===== src/rtl/p2n_pkg.sv =====
package p2n_pkg;

  localparam int PITCH_FRAC_BITS = 8;
  localparam int REF_FRAC_BITS   = 8;
  localparam int PITCH_W         = 20;
  localparam int REF_W           = 18;
  localparam int LOG_FRAC        = 16;
  localparam int LOG_STAGES      = LOG_FRAC + 1;

  localparam logic [31:0] MIN_PITCH = 32'(20 << PITCH_FRAC_BITS);

  typedef enum logic [1:0] {
    CFG_REF_PITCH = 2'd0,
    CFG_MODE      = 2'd1,
    CFG_ENABLE    = 2'd2,
    CFG_UNUSED    = 2'd3
  } cfg_idx_e;

  localparam logic [5:0]  STEP_N [8] = '{6'd12, 6'd19, 6'd24, 6'd31, 6'd41, 6'd53, 6'd12, 6'd12};
  localparam logic [3:0]  OCT_ADJ [8] = '{4'd3, 4'd6, 4'd7, 4'd9, 4'd11, 4'd15, 4'd3, 4'd3};
  // floor(2^20 / n) + 1
  localparam logic [16:0] RECIP_N [8] = '{17'd87382, 17'd55189, 17'd43691, 17'd33826,
                                          17'd25576, 17'd19785, 17'd87382, 17'd87382};
  // floor(2^20 / (2n)) + 1
  localparam logic [15:0] RECIP_2N [8] = '{16'd43691, 16'd27595, 16'd21846, 16'd16913,
                                           16'd12788, 16'd9893, 16'd43691, 16'd43691};

  typedef struct packed {
    logic [REF_W-1:0] ref_pitch;
    logic [2:0]       mode;
    logic             enable;
  } cfg_t;

  typedef struct packed {
    logic                act;
    logic [4:0]          msb_p;
    logic [4:0]          msb_r;
    logic [LOG_FRAC-1:0] frac_p;
    logic [LOG_FRAC-1:0] frac_r;
  } log_res_t;

endpackage


===== src/rtl/p2n_round.sv =====
module p2n_round (
  input  logic                 clk_i,
  input  logic                 rst_ni,
  input  logic                 valid_i,
  output logic                 ready_o,
  input  p2n_pkg::log_res_t    res_i,
  input  logic [2:0]           mode_i,
  output logic                 valid_o,
  input  logic                 ready_i,
  output logic                 active_o,
  output logic [5:0]           note_index_o,
  output logic [2:0]           octave_index_o,
  output logic signed [13:0]   cent_offset_o,
  output logic                 in_tune_o,
  output logic                 flat_mark_o,
  output logic                 sharp_mark_o
);

  logic [5:0]  n;
  logic [3:0]  adj;
  logic [16:0] rcp_n;
  logic [15:0] rcp_2n;

  assign n      = p2n_pkg::STEP_N[mode_i];
  assign adj    = p2n_pkg::OCT_ADJ[mode_i];
  assign rcp_n  = p2n_pkg::RECIP_N[mode_i];
  assign rcp_2n = p2n_pkg::RECIP_2N[mode_i];

  logic va_q, vb_q, vc_q, vd_q;
  logic rdy_a, rdy_b, rdy_c, rdy_d;

  assign rdy_d   = ~vd_q | ready_i;
  assign rdy_c   = ~vc_q | rdy_d;
  assign rdy_b   = ~vb_q | rdy_c;
  assign rdy_a   = ~va_q | rdy_b;
  assign ready_o = rdy_a;
  assign valid_o = vd_q;

  always_ff @(posedge clk_i or negedge rst_ni) begin
    if (!rst_ni) begin
      va_q <= 1'b0;
      vb_q <= 1'b0;
      vc_q <= 1'b0;
      vd_q <= 1'b0;
    end else begin
      if (rdy_a) va_q <= valid_i;
      if (rdy_b) vb_q <= va_q;
      if (rdy_c) vc_q <= vb_q;
      if (rdy_d) vd_q <= vc_q;
    end
  end

  // stage a: log ratio and scaled step position
  logic signed [23:0] lhi, l, t;
  logic signed [30:0] fvis_d, fvis_q;
  logic               act_a_q;

  always_comb begin
    lhi = 24'($signed({1'b0, res_i.msb_p})) - 24'($signed({1'b0, res_i.msb_r}))
          + 24'(p2n_pkg::REF_FRAC_BITS - p2n_pkg::PITCH_FRAC_BITS);
    l   = (lhi <<< p2n_pkg::LOG_FRAC) + $signed({8'b0, res_i.frac_p})
          - $signed({8'b0, res_i.frac_r});
    t   = l + 24'sd262144;
    fvis_d = 31'($signed({1'b0, n})) * 31'(t);
  end

  always_ff @(posedge clk_i) begin
    if (rdy_a) begin
      fvis_q  <= fvis_d;
      act_a_q <= res_i.act;
    end
  end

  // stage b: round to nearest step
  logic        fneg;
  logic [30:0] fmag, vsum;
  logic [12:0] vm;
  logic signed [12:0] v_d, v_q;
  logic signed [30:0] fr_full;
  logic signed [16:0] frac_q;
  logic               act_b_q;

  always_comb begin
    fneg    = fvis_q[30];
    fmag    = fneg ? 31'(-fvis_q) : 31'(fvis_q);
    vsum    = fmag + 31'd32768;
    vm      = vsum[28:16];
    v_d     = fneg ? -$signed(vm) : $signed(vm);
    fr_full = fvis_q - (31'(v_d) <<< p2n_pkg::LOG_FRAC);
  end

  always_ff @(posedge clk_i) begin
    if (rdy_b) begin
      v_q     <= v_d;
      frac_q  <= fr_full[16:0];
      act_b_q <= act_a_q;
    end
  end

  // stage c: reciprocal products
  logic signed [12:0] x;
  logic        xneg;
  logic [12:0] ax, y;
  logic [10:0] vp_d, vp_q;
  logic [15:0] a;
  logic [28:0] po_q;
  logic [27:0] pn_q;
  logic [29:0] pc_q;
  logic [25:0] pt_q;
  logic        xneg_q, sneg_q, act_c_q;

  always_comb begin
    x    = v_q + $signed({9'b0, adj});
    xneg = x[12];
    ax   = xneg ? 13'(-x) : 13'(x);
    y    = {ax[11:0], 1'b0} + 13'(n);
    vp_d = 11'(v_q + $signed({5'b0, n, 2'b00}));
    a    = frac_q[16] ? 16'(-frac_q) : 16'(frac_q);
  end

  always_ff @(posedge clk_i) begin
    if (rdy_c) begin
      po_q    <= 29'(y) * 29'(rcp_2n);
      pn_q    <= 28'(vp_d) * 28'(rcp_n);
      pc_q    <= 30'(a) * 30'(14'd10000);
      pt_q    <= 26'(a) * 26'(10'd1000);
      vp_q    <= vp_d;
      xneg_q  <= xneg;
      sneg_q  <= frac_q[16];
      act_c_q <= act_b_q;
    end
  end

  // stage d: octave, note, deviation and marks
  logic [8:0]  qo;
  logic [7:0]  qn;
  logic [2:0]  oct_d;
  logic [10:0] note_full;
  logic [29:0] csum;
  logic [13:0] cmag;
  logic        big;

  always_comb begin
    qo = po_q[28:20];
    qn = pn_q[27:20];
    if (xneg_q) begin
      oct_d = (qo == '0) ? 3'd0 : 3'd6;
    end else begin
      oct_d = (qo > 9'd5) ? 3'd6 : qo[2:0];
    end
    note_full = vp_q - 11'(11'(qn) * 11'(n));
    csum      = pc_q + 30'd32768;
    cmag      = csum[29:16];
    big       = pt_q >= 26'd1048576;
  end

  always_ff @(posedge clk_i) begin
    if (rdy_d) begin
      active_o       <= act_c_q;
      note_index_o   <= act_c_q ? note_full[5:0] : 6'd0;
      octave_index_o <= act_c_q ? oct_d : 3'd0;
      cent_offset_o  <= act_c_q ? (sneg_q ? -$signed(cmag) : $signed(cmag)) : 14'sd0;
      in_tune_o      <= act_c_q & (pt_q < 26'd262144);
      flat_mark_o    <= act_c_q & sneg_q & big;
      sharp_mark_o   <= act_c_q & ~sneg_q & big;
    end
  end

endmodule


===== config.mk =====
export PLATFORM = sky130hd
export DESIGN_NAME = p2n_round
export DESIGN_NICKNAME = d
export VERILOG_FILES = /design/src/rtl/p2n_pkg.sv /design/src/rtl/p2n_round.sv
export SDC_FILE = /design/constraint.sdc
export NUM_CORES = 2
export LEC_CHECK = 0
export BUFFER_PORTS_ARGS = -buffer_cell sky130_fd_sc_hd__buf_2
export CAP_MARGIN = 20
export CORE_MARGIN = 2
export CORE_UTILIZATION = 40
export CTS_BUF_LIST = sky130_fd_sc_hd__clkbuf_2 sky130_fd_sc_hd__clkbuf_4 sky130_fd_sc_hd__clkbuf_8
export CTS_CLUSTER_DIAMETER = 50
export DETAILED_ROUTE_END_ITERATION = 10
export HOLD_SLACK_MARGIN = 0.02
export REMOVE_ABC_BUFFERS = 1
export SYNTH_ARGS = -nofsm -noshare
export SYNTH_HDL_FRONTEND = slang
export SYNTH_SLANG_ARGS = --single-unit

===== constraint.sdc =====
create_clock -name clk_i -period 11.65 [get_ports clk_i]
set_input_delay 1.7475 -clock clk_i [delete_from_list [all_inputs] [get_ports clk_i]]
set_output_delay 1.7475 -clock clk_i [all_outputs]
set_load 0.005 [all_outputs]

======== Word-level counts from Yosys, hierarchy flattened ========
Memories as Yosys holds them, arrays and structs flattened.
Index checks and enable logic that the tools add are counted.
word-level totals
  register bits after elaboration ......... 209
  ROM bits ................................ 344
  memories kept ........................... 4
cells by class
  add/subtract/negate cells ............... 16
  $mul .................................... 6
  magnitude comparators ................... 4
  multiplexer cells ....................... 16
  bitwise logic cells ..................... 15
  reduce and logical (&&, ||, !) cells .... 1
memories
  name              depth  width  read ports  clocked after memory_dff  wr ports  line             text
  (name not given)  8      17     1           0                         0         p2n_round.sv:26  assign rcp_n = p2n_pkg::RECIP_N[mode_i];
  (name not given)  8      16     1           0                         0         p2n_round.sv:27  assign rcp_2n = p2n_pkg::RECIP_2N[mode_i];
  (name not given)  8      6      1           0                         0         p2n_round.sv:24  assign n = p2n_pkg::STEP_N[mode_i];
  (name not given)  8      4      1           0                         0         p2n_round.sv:25  assign adj = p2n_pkg::OCT_ADJ[mode_i];
operators by type and width
  cell                    count
  $mux 16                 3
  $mux 17                 2
  $mul 7x24->31           1
  $add 30x16->30 const B  1
  $add 29x16->29 const B  1
  $mul 13x16->29          1
  $mux 29                 1
  $neg 29->29             1
  $mul 11x17->28          1
  $ge 26x21->1 const B    1
  $lt 26x19->1 const B    1
  $mul 16x10->26 const B  1
  $add 24x20->24 const B  1
  $sub 23x17->24          1
  $add 22x17->23          1
  $mul 16x7->23 const B   1
  $sub 17x17->17          1
  $neg 16->16             1
  $mux 14                 1
  $neg 14->14             1
  $add 13x5->13           1
  $add 13x6->13           1
  $mux 13                 1
  $neg 13->13             1
  16 further kinds        31

======== Depth between registers and ports, before layout ========
  depth in word-level cells ............... 9
  mapped depth ............................ 45
  gate-level depth less buffers ........... 42

======== Worst setup path before layout ========
OpenSTA, ideal clock, no wires.
  path type ............................... input to register
  from .................................... in mode_i[2]
  to ...................................... reg po_q[27] (data pin)
  library setup time ...................... 0.258 ns
  arrival time ............................ 10.546 ns
  data required time ...................... 11.392 ns
  path slack .............................. 0.845 ns
  stages on the path ...................... 42
  buffers on the path ..................... 4
  cell sequence ........................... buf_2 inv_1 nand2_1 inv_1 nor2_1 clkinv_1 ha_1 buf_2 o21ai_4 a211oi_2 xnor2_2 clkinv_4 buf_2 nand2_1 o21ai_0 fa_1 a21o_1 a21oi_1 [6 not listed] nor2_2 fa_1 inv_1 fa_1 fa_1 fa_1 fa_1 inv_1 ha_1 o21ai_0 o21ai_0 o211ai_1 a32oi_1 nand3_1 a31oi_1 a21o_1 a21oi_1 xnor2_1
on the way
  elaborated cells between the ends (all ways) .. 15
RTL lines
  what                                        line              text
  start, declared                             p2n_round.sv:7    input logic [2:0] mode_i,
  $not 3->4 (not written as such)             p2n_round.sv:25
  $mem_v2 8x4                                 n/a
  $mux 4 (not written as such) (2 in series)  p2n_round.sv:25
  $add 13x5->13                               p2n_round.sv:113  x = v_q + $signed({9'b0, adj});
  named net x[12]                             p2n_round.sv:101  logic signed [12:0] x;
  $mux 12                                     p2n_round.sv:115  ax = xneg ? 13'(-x) : 13'(x);
  $add 13x6->13                               p2n_round.sv:116  y = {ax[11:0], 1'b0} + 13'(n);
  $mul 13x16->29                              p2n_round.sv:123  po_q <= 29'(y) * 29'(rcp_2n);
  end signal, assigned                        p2n_round.sv:123
  end, declared                               p2n_round.sv:106  logic [28:0] po_q;
The timed path passes the listed nets, and every way through them passes these cells. The select of a mux whose other input is x is not followed.
A chain may end at the register's enable or synchronous reset.

======== Worst setup path after layout ========
  from .................................... in mode_i[1]
  to ...................................... reg po_q[27] (data pin)
on the way
  cells in the longest elaborated chain, start to end .. 9
  elaborated cells between the ends (all ways) .. 15
RTL lines
  what                                        line
  $not 3->4 (not written as such) *           p2n_round.sv:24, p2n_round.sv:25, p2n_round.sv:27
  $mem_v2 8x4                                 n/a
  $mux 4 (not written as such) (2 in series)  p2n_round.sv:25
  $add 13x5->13                               p2n_round.sv:113
  $neg 12->12                                 p2n_round.sv:115
  $mux 12                                     p2n_round.sv:115
  $add 13x6->13                               p2n_round.sv:116
  $mul 13x16->29 *                            p2n_round.sv:123
Mark *: on every way between the ends. The rest lies on a longest branch, timed or not. The select of a mux whose other input is x is not followed.

==> flow_summary.toml <==
[min_path]
hold_path.class = "reg -> reg"
hold_start = "act_b_q"
worstHoldPathCells = 0
worstHoldEndpoint = "act_c_q"

[run]
drv_cap = 0

[worst_setup_path]
crit_fanout = 16
r2r_start = "v_q[0]"
critical_path.most_common_cell = "fa_1"
crit_required_ps = 11950
reg2reg_to = "po_q[27]"
critPathKind = "in -> reg"
rrSetupSlack_ps = 1680
worstPathArrival_ps = 11200
critPathLaunchType = "input port"
critPathCaptureType = "register"
critPathSlowestCell = "fa_1"
slowest_delay_ps = 550
reg2reg_depth = 37

[route]
ant_nets = 0
drtPass1Iterations = 5
drcViolationCount = 0
vias_per_cell = 5.124
vias = 22170
drt-total-wl_um = 73500
routedWlPerCell_um = 16.99
drtIter0Drc = 1239

[yosys]
synth-edff-count = 136
synthFlopType = "edfxtp_1"
ys_seq_area_share_pct = 13.69
ys_async_sr_fraction_pct = 2.857
synth-seq-cells = 140
syn_area_um2 = 30550
yosys_warnings = 0
synth_area_leaders = "fa_1 31%, ha_1 16%, edfxtp_1 13%, inv_1 7.6%, xnor2_1 4.0%"
synth_top_cell_by_area = "fa_1"
avgSynthCellArea_um2 = 9.347
postSynthCellCount = 3269
yosysTopAreaCellShare_pct = 30.79
synth_cell_types = 97

[finish]
drive_gt1_share_pct = 7.290
area_growth_pct = 6.843
nNetsFinal = 4247
instances_no_fill = 4326

[timing]
rsz0062_at_grt = "no"
clock_skew_ps = 14.35
fin_crit_ps = 10900
fin_tns_setup_ps = 0
finalCritPeriodShare_pct = 93.54
tightest_slew_ps = 1083
timing.slew.headroom_pct = 27.38
finalMaxSlewViolations = 0
timing.fmax_ghz = 0.09177
setup_viol_count_final = 0
hold_viol_final = 0

[place]
placed_cells = 4291
dp_hpwl_um = 60850
gp_congestion = 0.9041
portBuffers = 78

[global_route]
grt_usage_pct = 19.75
grt_pass1_wl_um = 121900
antenna_found_initial = 4
grt_overflow = 0
grt_pass1_vias = 22820
grt_max_degree = 49

[floorplanning]
pin_count = 79
die_w_um = 280.4
core-area_um2 = 75820
die-height_um = 280.4
die_area_um2 = 78610
start_util_pct = 40.30
rows = 101

[clock_network]
root_buffer = "clkbuf_8"
clk_latency_ps = 540
cts_made_buffers = 17
post_cts_buffers = 0
cts_sinks = 140
tritoncts = "done"
clk_pin_slew_ps = 100
cts.htree.levels = 4
clk_path_buf_depth = 2
hold_buffers = 0

[run_status]
outcome = "finished clean"
## worst max-delay path, delay by kind of cell
kind	cells	cell delay, ps
compound gates	14	2670
fa+ha+maj	9	4080
simple gates	7	1300
buf+inv	7	820
xor+xnor	2	360
mux	1	190
## sequential cells by signal, summed over array words and instances, names as in the netlist, 3 cells and up
signal / count
pt_q: 8
cent_offset_o: 14
frac_q: 17
pn_q: 6
note_index_o: 6
vp_q: 6
v_q: 13
octave_index_o: 3
po_q: 9
pc_q: 15
fvis_q: 30
## area by class of cell
type / instances / area, um^2
clock inverters: 14 / 158.9
well taps: 978 / 1224
inverters: 624 / 2347
diodes: 1 / 2.502
flip-flops and latches: 140 / 4184
multi-input cells: 2417 / 23680
clock buffers: 18 / 241.5
fillers: 7503 / 43180
repair buffers: 134 / 810.8
## worst max-delay path by stage
stage / from / end / slack [ps] / cells after the start
floorplan: mode_i[1] / po_q[27] / 690 / 38
global placement: mode_i[1] / po_q[27] / 230 / 41
detailed placement: mode_i[1] / po_q[27] / 130 / 40
CTS: mode_i[1] / po_q[27] / 720 / 40
global route: mode_i[1] / po_q[27] / 70 / 41
finish: mode_i[1] / po_q[27] / 750 / 40
## per-layer routing
layer | global-route usage (%) | part of all wire (%) | vias to the layer above
li1 | - | - | 10680
met1 | 28.95 | 49 | 10840
met2 | 30.67 | 44 | 563
met3 | 3.106 | 5.9 | 79
met4 | 4.374 | 1.8 | 2
met5 | 0 | 0.018 | -
## kinds of logic after synthesis
kind of cell	Yosys count	synth area share (%)
buffers and inverters	712	8.915
adder cells (fa/ha/maj)	863	46.89
multiplexers	39	1.323
XOR/XNOR	208	5.987
AND/OR/NAND/NOR	947	15.06
flip-flops	140	13.69
AO/OA/AOI/OAI	360	8.137
## placed cells by master, fill, tap and decap left out, types with 8 or more instances in the layout
cell type and count:
a21o_1 36, edfxtp_1 136, o211ai_1 12, o21a_1 22
a31oi_1 15, nor2_2 12, xnor2_1 141, clkbuf_8 17
nand2_1 299, o21ai_0 62, a21oi_1 95, buf_4 56
or3_1 18, nor3_1 41, buf_2 78, nor4_1 10
a211oi_1 13, inv_1 619, nand4_1 19, and3_1 38
mux2_2 8, nand3_1 59, nand2b_1 55, ha_1 393
o21bai_1 9, fa_1 470, nor2_1 223, and2_1 71
nor2b_1 31, or2_2 20, xor2_1 66, mux2i_1 28
## cell usage after synthesis (all sizes together), types with 32 or more instances
cell type and number:
inv 619, fa 470, ha 393, nand2 301, nor2 235, xnor2 142, edfxtp 136, a21oi 95
and2 71, clkbuf 67, o21ai 66, xor2 66, nand3 61, nand2b 55, nor3 41, and3 38
a21o 36, nor2b 32
## per-stage QoR
step / cell area (um^2) / hold slack (ps) / utilization, % / setup slack [ps]
after floorplan: 30180 / 400.3 / - / 693.1
after global placement: 32210 / 432.4 / 42.49 / 225.5
after detailed placement: 32210 / 414.5 / 42.49 / 127.4
after CTS: 32610 / 437.5 / 43.01 / 715.0
after global routing: 32650 / 439.4 / 43.05 / 65.61
final: 32650 / 431.2 / 43.05 / 753.1
## timing repair
item,CTS,global route
endpoints found under the hold margin,0,0
resized for setup,0,2
endpoints found under the setup margin,0,2
Power is left out: the tool's default activity adds up to more than one toggle a clock period on the data nets, which glitch-free logic cannot reach.
